## config.mk

```make
export PLATFORM = sky130hd
export DESIGN_NAME = conflict_mask_task_dispatcher_unit
export DESIGN_NICKNAME = d
export VERILOG_FILES = /design/src/sv/cmtd_pkg.sv /design/src/sv/conflict_mask_task_dispatcher_unit.sv /design/src/sv/cmtd_ctrl.sv /design/src/sv/cmtd_dp.sv
export VERILOG_INCLUDE_DIRS = /design/src /design/src/sv
export SDC_FILE = /design/constraint.sdc
export NUM_CORES = 2
export LEC_CHECK = 0
export BUFFER_PORTS_ARGS = -buffer_cell sky130_fd_sc_hd__buf_2
export CORE_MARGIN = 2
export CORE_UTILIZATION = 50
export DETAILED_ROUTE_END_ITERATION = 12
export GPL_TIMING_DRIVEN = 0
export PLACE_DENSITY = 0.73
export SYNTH_ARGS = -nofsm -noshare
export SYNTH_HDL_FRONTEND = slang
export SYNTH_SLANG_ARGS = --single-unit
export TNS_END_PERCENT = 100
```

## constraint.sdc

```tcl
create_clock -name clk -period 11.1 [get_ports clk]
set_clock_uncertainty 0.2 [all_clocks]
set_input_delay 0.555 -clock clk [delete_from_list [all_inputs] [get_ports clk]]
set_output_delay 0.555 -clock clk [all_outputs]
set_load 0.01 [all_outputs]
```

## src/sv/assert_macros.svh

```systemverilog
// Assertion macros shared by the dispatcher RTL.
`ifndef ASSERT_MACROS_SVH
`define ASSERT_MACROS_SVH

// Expression holds at every rising clock edge outside reset.
`define ASSERT_ALWAYS(label, ck, rn, expr, msg) \
    label: assert property (@(posedge ck) disable iff (!(rn)) (expr)) else $error(msg);

// Antecedent implies consequent in the same cycle.
`define ASSERT_IMPL(label, ck, rn, ante, cons, msg) \
    label: assert property (@(posedge ck) disable iff (!(rn)) (ante) |-> (cons)) \
        else $error(msg);

// Antecedent implies consequent in the next cycle.
`define ASSERT_NEXT(label, ck, rn, ante, cons, msg) \
    label: assert property (@(posedge ck) disable iff (!(rn)) (ante) |=> (cons)) \
        else $error(msg);

`endif

```

## src/sv/cmtd_pkg.sv

```systemverilog
// Types, constants and codes shared by the conflict mask task dispatcher.
package cmtd_pkg;

    // Sizing
    localparam int QUEUE_DEPTH = 16;
    localparam int RUN_SLOTS   = 16;
    localparam int MASK_BITS   = 32;

    localparam int QIDX_W = $clog2(QUEUE_DEPTH);
    localparam int QCNT_W = $clog2(QUEUE_DEPTH + 1);
    localparam int RIDX_W = (RUN_SLOTS > 1) ? $clog2(RUN_SLOTS) : 1;
    localparam int RCNT_W = $clog2(RUN_SLOTS + 1);

    // Fixed port field widths
    localparam int FUNC_W     = 2;
    localparam int TAG_W      = 8;
    localparam int IN_MASK_W  = 32;
    localparam int STATUS_W   = 3;
    localparam int OUT_CNT_W  = 5;
    localparam int IN_DATA_W  = 40;
    localparam int OUT_DATA_W = 24;

    // Request function codes
    typedef enum logic [FUNC_W-1:0] {
        FUNC_ENQ   = 2'd0,
        FUNC_FETCH = 2'd1,
        FUNC_DONE  = 2'd2,
        FUNC_NOP   = 2'd3
    } func_t;

    // Result status codes
    typedef enum logic [STATUS_W-1:0] {
        ST_OK      = 3'd0,
        ST_QFULL   = 3'd1,
        ST_NONE    = 3'd2,
        ST_HALTED  = 3'd3,
        ST_NOTRUN  = 3'd4,
        ST_RFULL   = 3'd5
    } status_t;

    // Controller states
    typedef enum logic [1:0] {
        S_IDLE,
        S_EVAL,
        S_COMMIT
    } disp_state_t;

    // Controller to datapath commands
    typedef struct packed {
        logic capture;
        logic eval;
        logic commit;
    } ctl_cmd_t;

    // Datapath to controller status
    typedef struct packed {
        logic out_stall;
    } dp_stat_t;

endpackage

```

## src/sv/conflict_mask_task_dispatcher_unit.sv

```systemverilog
// Top level of the conflict mask task dispatcher.
//
// Requests enter on the s_ group: s_tuser carries the function (enqueue,
// fetch, complete, no-op), s_tdata the task tag and its conflict mask.
// Each request yields exactly one result on the m_ group with grant flag,
// granted tag, status code, queued count, running count and idle flag.
// A fetch grants the oldest queued task whose mask is disjoint from the
// union of all running masks (a zero mask always qualifies).
// halt is set through cfg_we/cfg_wdata; while set, fetches grant nothing.
// Sequence: the request is captured at the accepting edge, the queue is
// evaluated against the running table into registers, and the update is
// committed into the result register. A new request is taken in the cycle
// after commit; this is set by the capture/evaluate/commit sequence of the
// controller.
// A stalled receiver holds the result; the next request can be accepted
// while it waits, but its commit waits until the result register frees.
// Reset empties the queue and running table and clears halt.
module conflict_mask_task_dispatcher_unit (
    input  logic        clk,
    input  logic        rst_n,
    input  logic        s_tvalid,
    output logic        s_tready,
    input  logic [39:0] s_tdata,   // task_tag[7:0], conflict_mask[39:8]
    input  logic [1:0]  s_tuser,   // func[1:0]
    output logic        m_tvalid,
    input  logic        m_tready,
    // granted[0], granted_tag[8:1], status[11:9], queued_count[16:12],
    // running_count[21:17], idle[22], zero pad[23]
    output logic [23:0] m_tdata,
    input  logic        cfg_we,
    input  logic        cfg_wdata
);

    cmtd_pkg::ctl_cmd_t cmd;
    cmtd_pkg::dp_stat_t stat;

    cmtd_ctrl u_ctrl (
        .clk      (clk),
        .rst_n    (rst_n),
        .s_tvalid (s_tvalid),
        .s_tready (s_tready),
        .stat     (stat),
        .cmd      (cmd)
    );

    cmtd_dp u_dp (
        .clk       (clk),
        .rst_n     (rst_n),
        .cmd       (cmd),
        .stat      (stat),
        .in_func   (s_tuser),
        .in_data   (s_tdata),
        .cfg_we    (cfg_we),
        .cfg_wdata (cfg_wdata),
        .m_tvalid  (m_tvalid),
        .m_tready  (m_tready),
        .m_tdata   (m_tdata)
    );

endmodule

```

## src/sv/cmtd_ctrl.sv

```systemverilog
// Sequencer for the dispatcher: capture, evaluate, commit.
`include "assert_macros.svh"

module cmtd_ctrl (
    input  logic               clk,
    input  logic               rst_n,
    input  logic               s_tvalid,
    output logic               s_tready,
    input  cmtd_pkg::dp_stat_t stat,
    output cmtd_pkg::ctl_cmd_t cmd
);

    cmtd_pkg::disp_state_t state_reg;
    cmtd_pkg::disp_state_t state_next;

    // State register
    always_ff @(posedge clk or negedge rst_n)
    begin
        if (!rst_n)
        begin
            state_reg <= cmtd_pkg::S_IDLE;
        end
        else
        begin
            state_reg <= state_next;
        end
    end

    // Next state
    always_comb
    begin
        state_next = state_reg;
        case (state_reg)
            cmtd_pkg::S_IDLE:
            begin
                if (s_tvalid)
                begin
                    state_next = cmtd_pkg::S_EVAL;
                end
            end
            cmtd_pkg::S_EVAL:
            begin
                state_next = cmtd_pkg::S_COMMIT;
            end
            cmtd_pkg::S_COMMIT:
            begin
                if (!stat.out_stall)
                begin
                    state_next = cmtd_pkg::S_IDLE;
                end
            end
            default:
            begin
                state_next = cmtd_pkg::S_IDLE;
            end
        endcase
    end

    // Outputs
    always_comb
    begin
        s_tready    = 1'b0;
        cmd.capture = 1'b0;
        cmd.eval    = 1'b0;
        cmd.commit  = 1'b0;
        case (state_reg)
            cmtd_pkg::S_IDLE:
            begin
                s_tready    = 1'b1;
                cmd.capture = s_tvalid;
            end
            cmtd_pkg::S_EVAL:
            begin
                cmd.eval = 1'b1;
            end
            cmtd_pkg::S_COMMIT:
            begin
                cmd.commit = !stat.out_stall;
            end
            default:
            begin
                s_tready = 1'b0;
            end
        endcase
    end

    `ASSERT_NEXT(a_capture_to_eval, clk, rst_n, cmd.capture, state_reg == cmtd_pkg::S_EVAL, "accepted request did not move to evaluation")

endmodule

```

## src/sv/cmtd_dp.sv

```systemverilog
// Datapath: wait queue, running table, eligibility check and result register.
`include "assert_macros.svh"

module cmtd_dp (
    input  logic                             clk,
    input  logic                             rst_n,
    input  cmtd_pkg::ctl_cmd_t               cmd,
    output cmtd_pkg::dp_stat_t               stat,
    input  logic [cmtd_pkg::FUNC_W-1:0]      in_func,
    input  logic [cmtd_pkg::IN_DATA_W-1:0]   in_data,
    input  logic                             cfg_we,
    input  logic                             cfg_wdata,
    output logic                             m_tvalid,
    input  logic                             m_tready,
    output logic [cmtd_pkg::OUT_DATA_W-1:0]  m_tdata
);

    localparam int QD = cmtd_pkg::QUEUE_DEPTH;
    localparam int RS = cmtd_pkg::RUN_SLOTS;
    localparam int MB = cmtd_pkg::MASK_BITS;

    // Captured request
    cmtd_pkg::func_t                  func_reg;
    logic [cmtd_pkg::TAG_W-1:0]       tag_reg;
    logic [cmtd_pkg::IN_MASK_W-1:0]   mask_reg;

    logic                             halt_reg;

    // Wait queue, oldest at entry 0
    logic [cmtd_pkg::TAG_W-1:0]       q_tag_reg  [QD];
    logic [cmtd_pkg::TAG_W-1:0]       q_tag_next [QD];
    logic [MB-1:0]                    q_mask_reg [QD];
    logic [MB-1:0]                    q_mask_next[QD];
    logic [cmtd_pkg::QCNT_W-1:0]      q_cnt_reg;
    logic [cmtd_pkg::QCNT_W-1:0]      q_cnt_next;

    // Running table
    logic [cmtd_pkg::TAG_W-1:0]       r_tag_reg  [RS];
    logic [cmtd_pkg::TAG_W-1:0]       r_tag_next [RS];
    logic [MB-1:0]                    r_mask_reg [RS];
    logic [MB-1:0]                    r_mask_next[RS];
    logic [RS-1:0]                    r_valid_reg;
    logic [RS-1:0]                    r_valid_next;
    logic [cmtd_pkg::RCNT_W-1:0]      run_cnt_reg;
    logic [cmtd_pkg::RCNT_W-1:0]      run_cnt_next;

    // Evaluation results
    logic [MB-1:0]                    busy_union;
    logic [QD-1:0]                    elig_vec;
    logic [QD-1:0]                    elig_vec_reg;
    logic [RS-1:0]                    hit_vec;
    logic [RS-1:0]                    hit_vec_reg;
    logic [cmtd_pkg::RIDX_W-1:0]      free_idx;
    logic [cmtd_pkg::RIDX_W-1:0]      free_idx_reg;

    // Commit decisions
    logic [cmtd_pkg::QIDX_W-1:0]      sel_idx;
    logic [cmtd_pkg::RIDX_W-1:0]      hit_idx;
    logic                             grant;
    logic [cmtd_pkg::TAG_W-1:0]       gtag;
    cmtd_pkg::status_t                status;
    logic                             run_full;

    // Result register
    logic                             out_valid_reg;
    logic [cmtd_pkg::OUT_DATA_W-1:0]  out_data_reg;
    logic [cmtd_pkg::OUT_DATA_W-1:0]  out_data_next;

    // Request capture
    always_ff @(posedge clk)
    begin
        if (cmd.capture)
        begin
            func_reg <= cmtd_pkg::func_t'(in_func);
            tag_reg  <= in_data[cmtd_pkg::TAG_W-1:0];
            mask_reg <= in_data[cmtd_pkg::TAG_W +: cmtd_pkg::IN_MASK_W];
        end
    end

    // Halt register
    always_ff @(posedge clk or negedge rst_n)
    begin
        if (!rst_n)
        begin
            halt_reg <= 1'b0;
        end
        else if (cfg_we)
        begin
            halt_reg <= cfg_wdata;
        end
    end

    // Evaluation: union of running masks, eligible entries, free slot, tag hits
    always_comb
    begin
        busy_union = '0;
        for (int i = 0; i < RS; i++)
        begin
            if (r_valid_reg[i])
            begin
                busy_union = busy_union | r_mask_reg[i];
            end
        end
        for (int i = 0; i < QD; i++)
        begin
            elig_vec[i] = (cmtd_pkg::QCNT_W'(i) < q_cnt_reg)
                          && ((q_mask_reg[i] & busy_union) == '0);
        end
        free_idx = '0;
        for (int i = RS - 1; i >= 0; i--)
        begin
            if (!r_valid_reg[i])
            begin
                free_idx = cmtd_pkg::RIDX_W'(i);
            end
        end
        for (int i = 0; i < RS; i++)
        begin
            hit_vec[i] = r_valid_reg[i] && (r_tag_reg[i] == tag_reg);
        end
    end

    always_ff @(posedge clk)
    begin
        if (cmd.eval)
        begin
            elig_vec_reg <= elig_vec;
            hit_vec_reg  <= hit_vec;
            free_idx_reg <= free_idx;
        end
    end

    // Oldest eligible entry and lowest matching slot
    always_comb
    begin
        sel_idx = '0;
        for (int i = QD - 1; i >= 0; i--)
        begin
            if (elig_vec_reg[i])
            begin
                sel_idx = cmtd_pkg::QIDX_W'(i);
            end
        end
        hit_idx = '0;
        for (int i = RS - 1; i >= 0; i--)
        begin
            if (hit_vec_reg[i])
            begin
                hit_idx = cmtd_pkg::RIDX_W'(i);
            end
        end
    end

    assign run_full = (run_cnt_reg == cmtd_pkg::RCNT_W'(RS));

    // Commit: next state of queue and table, and the result
    always_comb
    begin
        q_tag_next   = q_tag_reg;
        q_mask_next  = q_mask_reg;
        q_cnt_next   = q_cnt_reg;
        r_tag_next   = r_tag_reg;
        r_mask_next  = r_mask_reg;
        r_valid_next = r_valid_reg;
        run_cnt_next = run_cnt_reg;
        grant        = 1'b0;
        gtag         = '0;
        status       = cmtd_pkg::ST_OK;
        case (func_reg)
            cmtd_pkg::FUNC_ENQ:
            begin
                if (q_cnt_reg < cmtd_pkg::QCNT_W'(QD))
                begin
                    q_tag_next[q_cnt_reg[cmtd_pkg::QIDX_W-1:0]]  = tag_reg;
                    q_mask_next[q_cnt_reg[cmtd_pkg::QIDX_W-1:0]] = MB'(mask_reg);
                    q_cnt_next = q_cnt_reg + 1'b1;
                end
                else
                begin
                    status = cmtd_pkg::ST_QFULL;
                end
            end
            cmtd_pkg::FUNC_FETCH:
            begin
                if (halt_reg)
                begin
                    status = cmtd_pkg::ST_HALTED;
                end
                else if (run_full)
                begin
                    status = cmtd_pkg::ST_RFULL;
                end
                else if (elig_vec_reg == '0)
                begin
                    status = cmtd_pkg::ST_NONE;
                end
                else
                begin
                    grant = 1'b1;
                    gtag  = q_tag_reg[sel_idx];
                    r_tag_next[free_idx_reg]   = q_tag_reg[sel_idx];
                    r_mask_next[free_idx_reg]  = q_mask_reg[sel_idx];
                    r_valid_next[free_idx_reg] = 1'b1;
                    run_cnt_next = run_cnt_reg + 1'b1;
                    // close the gap behind the granted entry
                    for (int j = 0; j < QD - 1; j++)
                    begin
                        if (cmtd_pkg::QIDX_W'(j) >= sel_idx)
                        begin
                            q_tag_next[j]  = q_tag_reg[j + 1];
                            q_mask_next[j] = q_mask_reg[j + 1];
                        end
                    end
                    q_cnt_next = q_cnt_reg - 1'b1;
                end
            end
            cmtd_pkg::FUNC_DONE:
            begin
                if (hit_vec_reg != '0)
                begin
                    r_valid_next[hit_idx] = 1'b0;
                    run_cnt_next = run_cnt_reg - 1'b1;
                end
                else
                begin
                    status = cmtd_pkg::ST_NOTRUN;
                end
            end
            default:
            begin
                status = cmtd_pkg::ST_OK;
            end
        endcase
        out_data_next = {
            1'b0,
            ((q_cnt_next == '0) && (run_cnt_next == '0)),
            cmtd_pkg::OUT_CNT_W'(run_cnt_next),
            cmtd_pkg::OUT_CNT_W'(q_cnt_next),
            status,
            gtag,
            grant
        };
    end

    // Control state of queue and table
    always_ff @(posedge clk or negedge rst_n)
    begin
        if (!rst_n)
        begin
            q_cnt_reg   <= '0;
            r_valid_reg <= '0;
            run_cnt_reg <= '0;
        end
        else if (cmd.commit)
        begin
            q_cnt_reg   <= q_cnt_next;
            r_valid_reg <= r_valid_next;
            run_cnt_reg <= run_cnt_next;
        end
    end

    // Payload storage of queue and table
    always_ff @(posedge clk)
    begin
        if (cmd.commit)
        begin
            q_tag_reg  <= q_tag_next;
            q_mask_reg <= q_mask_next;
            r_tag_reg  <= r_tag_next;
            r_mask_reg <= r_mask_next;
        end
    end

    // Result register
    always_ff @(posedge clk or negedge rst_n)
    begin
        if (!rst_n)
        begin
            out_valid_reg <= 1'b0;
        end
        else if (cmd.commit)
        begin
            out_valid_reg <= 1'b1;
        end
        else if (m_tready)
        begin
            out_valid_reg <= 1'b0;
        end
    end

    always_ff @(posedge clk)
    begin
        if (cmd.commit)
        begin
            out_data_reg <= out_data_next;
        end
    end

    assign m_tvalid       = out_valid_reg;
    assign m_tdata        = out_data_reg;
    assign stat.out_stall = out_valid_reg && !m_tready;

    `ASSERT_ALWAYS(a_run_count, clk, rst_n, run_cnt_reg == cmtd_pkg::RCNT_W'($countones(r_valid_reg)), "running count out of step with valid bits")
    `ASSERT_ALWAYS(a_queue_bound, clk, rst_n, q_cnt_reg <= cmtd_pkg::QCNT_W'(QD), "queue count above depth")
    `ASSERT_IMPL(a_grant_free_slot, clk, rst_n, cmd.commit && grant, !r_valid_reg[free_idx_reg], "grant into an occupied running slot")

endmodule

```

* Word level (Yosys, flattened, before mapping)
Index checks and enable logic that the tools add are counted.
W data, S select, Z words.
** Storage, ports and cells
- Bits in registers :: 1411
- Input port bits :: 48
- Output and inout bits :: 26
** Operators by class
- $add $sub $neg :: 4
- $lt $le $gt $ge :: 41
- Eq/ne operators :: 43
- Muxes and demuxes :: 156
- Bitwise logic cells :: 41
- Reductions and logical operators :: 89
** Operators with widths (count)
- $mux W480 :: 3
- $mux W32 :: 35
- $bwmux W512 :: 2
- $pmux W480 S2 :: 1
- $and A32 B32 Y32 :: 16
- $logic_not A32 Y1 :: 16
- $mux W512 :: 1
- $or A32 B32 Y32 :: 15
- $mux W120 :: 3
- $bwmux W128 :: 2
- $demux W32 S4 :: 2
- $pmux W120 S2 :: 1
- $mux W4 :: 40
- $mux W8 :: 19
- $bmux W32 S4 :: 1
- $eq A8 B8 Y1 :: 16
- $mux W128 :: 1
- $reduce_and A7 Y1 :: 15
- $demux W8 S4 :: 2
- $mux W16 :: 4
- $lt A4 B5 Y1 const A :: 8
- $mux W5 :: 8
- $logic_and A1 B1 Y1 :: 38
- $ne A2 B1 Y1 const B :: 17
- 46 further kinds :: 108

* Longest topological paths before layout
- Depth in word-level cells :: 34
- Depth in mapped cells :: 12

* Hierarchy
From an unflattened synthesis, not the netlist that was laid out.
** Unflattened totals
- Cells, all modules :: 4213
- Area total of the unflattened synthesis :: 63158.1 um^2
** Modules (own cells, without submodules)
- cmtd_dp :: times used 1, cells each 4204, area an instance 63059.2 um^2, sequential area each 42170.4 um^2
- cmtd_ctrl :: times used 1, cells each 9, area an instance 98.8 um^2, sequential area each 50.0 um^2

* Worst setup path after synthesis
No wires, ideal clock.
- Path type :: reg-to-reg
- From :: register u_dp.elig_vec_reg[11]
- To :: register u_dp.q_mask_reg[32] in the netlist's numbering (enable)
- Arrival time :: 4983 ps
- Slack :: 5414 ps
- Stages on the path, launching flop included :: 10
- Buffers on the path :: 3
- Cell sequence :: edfxtp_1 -> nor2_1 -> a221oi_1 -> o41ai_1 -> and2_1 -> buf_6 -> clkbuf_1 -> clkbuf_1 -> o31ai_1 -> a221oi_1
** On the way
- Word-level cells in the longest chain between the ends :: 15
- Elaborated cells on any way between the ends :: 17
** RTL lines
- from (decl) :: line cmtd_dp.sv:50 : logic [QD-1:0] elig_vec_reg;
- from (signal assigned) :: line cmtd_dp.sv:127 : elig_vec_reg <= elig_vec;
- $mux W4 (12 in a row) :: line cmtd_dp.sv:139 : if (elig_vec_reg[i])
- $ge A4 B4 Y1 :: line cmtd_dp.sv:208 : if (cmtd_pkg::QIDX_W'(j) >= sel_idx)
- $ne A2 B1 Y1 (no source line)
- $reduce_and A7 Y1 (no source line) *
- to (signal assigned) :: line cmtd_dp.sv:268 : q_mask_reg <= q_mask_next;
- to (decl) :: line cmtd_dp.sv:32 : logic [MB-1:0] q_mask_reg [QD];
Mark *: on every way between the ends. The rest lies on a longest branch, timed or not.
A chain may end at the register's enable or synchronous reset.

* Final worst setup path
- From :: register u_dp.r_valid_reg[8]
- To :: register u_dp.elig_vec_reg[15], data pin
** On the way
- Word-level cells in the longest chain between the ends :: 18
** RTL lines
- from (decl) :: line cmtd_dp.sv:42 : logic [RS-1:0] r_valid_reg;
- from (signal assigned) :: line cmtd_dp.sv:257 : r_valid_reg <= r_valid_next;
- $mux W32 * :: line cmtd_dp.sv:99 : if (r_valid_reg[i])
- $or A32 B32 Y32 :: line cmtd_dp.sv:101 : busy_union = busy_union | r_mask_reg[i];
- $mux W32 * :: line cmtd_dp.sv:99
- $or A32 B32 Y32 :: line cmtd_dp.sv:101
- $mux W32 * :: line cmtd_dp.sv:99
- $or A32 B32 Y32 :: line cmtd_dp.sv:101
- $mux W32 * :: line cmtd_dp.sv:99
- $or A32 B32 Y32 :: line cmtd_dp.sv:101
- [3 not listed]
- $or A32 B32 Y32 :: line cmtd_dp.sv:101
- $mux W32 * :: line cmtd_dp.sv:99
- $or A32 B32 Y32 :: line cmtd_dp.sv:101
- $mux W32 * :: line cmtd_dp.sv:99
- $and A32 B32 Y32 * :: line cmtd_dp.sv:107 : && ((q_mask_reg[i] & busy_union) == '0);
- $logic_not A32 Y1 * :: line cmtd_dp.sv:107
- $logic_and A1 B1 Y1 * :: line cmtd_dp.sv:107
- net u_dp.elig_vec[15] :: line cmtd_dp.sv:49 : logic [QD-1:0] elig_vec;
The timed path passes the listed nets; every way through them passes the cells marked *.

==> impl_metrics.py <==
metrics = {
    "floorplan": {
        "die_x_microns": 360,
        "io_pins": 74,
        "core-area_sq_um": 126000,
        "start_util_pct": 50.3,
        "dieArea_sq_um": 129000,
        "rows": 130,
        "dieHeight_microns": 360,
    },
    "global_routing": {
        "antenna_found_initial": 34,
        "grt_overflow": 0,
        "grt_pass1_vias": 46100,
        "grt_use_total_pct": 46.3,
        "grt_max_degree": 33,
        "grt_first_pass_wirelength_microns": 405000,
    },
    "yosys": {
        "synth-edff-count": 1381,
        "ys_ff_latch": 1411,
        "ys_warn_count": 0,
        "synth.avg_cell_area_sq_um": 14.6,
        "synth_top_area_cell": "edfxtp_1",
        "syn_nets": 4385,
        "synthFlopType": "edfxtp_1",
        "synth-seq-area-share_pct": 66.8,
        "synth_top_area_share_pct": 65.6,
        "synth_async_sr_flop_share_pct": 2.13,
        "netlist_instances": 4327,
        "ys_top_cells_by_area": "edfxtp_1, a22o_1, a221oi_1, clkbuf_1, mux2_2",
        "synth_cell_type_count": 68,
        "yosysMostFrequentCell": "edfxtp_1",
        "synthTopCellsByCount": "edfxtp_1, a22o_1, clkbuf_1",
        "syn_area_sq_um": 63200,
    },
    "clocking": {
        "cts_root_buffer": "clkbuf_16",
        "cts-resized-gates": 0,
        "cts.reportedPaths.clkPinSlew_ps": 60,
        "cts.path.max_buffers": 3,
        "cts_tree": "done",
        "cts_buffers": 149,
        "cts.sinks": 1411,
        "insertion_delay_ps": 850,
        "htreeDepth": 4,
    },
    "detailed_routing": {
        "avgViaCountPerCell": 7.74,
        "ant_nets": 0,
        "wl_met3_microns": 46500,
        "dr.max_layer_used": "met5",
        "route.met2.wl_microns": 126000,
        "wl_per_cell_microns": 47.3,
        "drt-pass1-iter-count": 10,
        "drt-total-wl_microns": 306000,
        "drt-initial-drc-count": 11300,
        "num_vias": 50100,
        "wl_met1_microns": 113000,
        "drc": 0,
    },
    "final_layout": {
        "multi_input_area_sq_um": 19100,
        "layout-drive-gt1-share_pct": 13.4,
        "nets": 4750,
        "seq_area_sq_um": 42200,
        "num-fill-cells": 9662,
        "syn2layout_area_growth_pct": 15.4,
    },
    "power_and_ir_drop": {
        "power_density_nw_per_um2": 264,
        "netSwitchingPower_w": 0.00811,
        "pwr-share-clk_pct": 26.8,
        "p_leak_nw": 24.2,
        "swShare_pct": 42.1,
        "combPwrFrac_pct": 38.2,
        "vdd_drop_max_uv": 187,
        "power_w": 0.0193,
        "seqPwrFrac_pct": 35.1,
        "p_int_w": 0.0112,
    },
    "status": {
        "status": "finished, violations left",
        "violations": "capacitance limit, slew limit",
    },
    "critical_path": {
        "cp.arrival_ps": 6380,
        "path_max_fanout": 10,
        "crit_path_max_incr_delay_ps": 1250,
        "critPathSlowestCell": "nand4_1",
        "cp-start-kind": "flop",
        "critical_path_class": "reg2reg",
        "path_cells": "buf_2 -> clkbuf_1 -> a221oi_1 -> nand4_1 -> buf_2 -> a221oi_1 -> nand4_1 -> nor3_1",
        "setup.worst_path.end_class": "flop",
        "cp.required_ps": 11310,
    },
    "placed_design": {
        "gp_congestion": 1.09,
        "dp.final_hpwl_microns": 225000,
        "portBuffers": 72,
    },
    "timing": {
        "fin_crit_ps": 6160,
        "rsz0062_at_grt": "false",
        "finalSetupTns_ps": 0,
        "relSlewSlack_pct": -18.5,
        "fmax_mhz": 162,
        "slew_viol_final": 48,
        "final.period_utilization_pct": 55.5,
        "worst_slew_pin_slew_ps": 1780,
        "setup_viol": 0,
        "final-hold-violation-count": 0,
    },
    "min_path": {
        "holdCritPathClass": "in2async",
    },
    "run": {
        "cap_violations": 9,
    },
}
## cells by family after synthesis
group	Yosys count	share of synthesized area, %
DFF	1411	66.8
muxes	106	1.87
and+or+nand+nor	575	4.71
buffers and inverters	477	3.38
adders and majority gates	10	0.198
AOI/OAI and AO/OA	1614	21.2
other	1	0.00593
xor gates and xnor gates	133	1.84
## metrics by stage
step	hold slack [ps]	setup WS, ps	instances	utilization (%)	area, sq um
2_1_floorplan	59.4	5410	4327	-	63200
3_3_place_gp	226	1200	6049	52.3	65600
3_5_place_dp	227	5480	6144	53.7	67500
4_1_cts	187	5370	6459	58.1	72900
5_1_grt	206	5140	6459	58.1	72900
6_report	197	4940	6472	58.1	73000
## layout make-up
cell class	instances	area share (%)
clock inverter	78	1.44
buffer	457	2.83
antenna	13	0.0446
inverter	20	0.103
sequential	1411	57.9
timing repair buffer	214	3.25
tap	1650	2.83
multi-input combinational	2439	26.2
clock buffer	190	5.39
## timing repair
| item | in CTS | in global routing |
|---|---|---|
| buffers inserted | 0 | 0 |
| hold endpoints to repair | 76 | 0 |
| hold buffers | 47 | 0 |
## per-layer routing
| metal | vias up | global-route usage [%] |
|---|---|---|
| li1 | 18800 | - |
| met1 | 25200 | 62.6 |
| met2 | 5080 | 64.7 |
| met3 | 1009 | 17.0 |
| met4 | 26 | 25.5 |
| met5 | - | 0.0370 |
## worst paths after layout
path	from	end	slack, ps	cells after the start
min	rst_n	u_ctrl.state_reg[0]	200	2
min in group clk	s_tuser[1]	u_dp.func_reg[1]	210	2
max	u_dp.r_valid_reg[8]	u_dp.elig_vec_reg[15]	4940	8
max reg2reg	u_dp.r_valid_reg[8]	u_dp.elig_vec_reg[15]	4940	8
max in group asynchronous	rst_n	u_dp.q_cnt_reg[1]	9800	2
min reg2reg	u_dp.mask_reg[16]	u_dp.q_mask_reg[16]	230	0
## cell usage in the layout, fill, tap and decap left out, drive strengths merged, types with 32 or more instances in the layout
cell type and instances:
clkbuf 512, nand2 163, a22o 845, clkinv 58, mux2 96, xnor2 80
dlygate4sd3 47, a221oi 247, o21ai 58, a22oi 53, a21oi 143, a222oi 67
xor2 53, edfxtp 1381, nand3 45, o22ai 34, a221o 32, buf 302
nor2 77, a211o 33, and2 66, nand4 85, and3 46
## power groups by stage
stage / registers [W] / clock network, W / logic (W)
4_1_cts: 0.00673 / 0.00512 / 0.00680
3_3_place_gp: 0.00688 / 0 / 0.00656
6_report: 0.00676 / 0.00516 / 0.00736
2_1_floorplan: 0.00675 / 0 / 0.00315
3_5_place_dp: 0.00684 / 0 / 0.00676
5_1_grt: 0.00675 / 0.00532 / 0.00718
## critical path: cells and delay by family (launching register included)
kind                   cells  cell delay (ps)
AND/OR/NAND/NOR            3             2460
buffers and inverters      3             1390
AO/OA/AOI/OAI              2             1280
flip-flops                 1              360
Power figures use the tool's default switching activity.
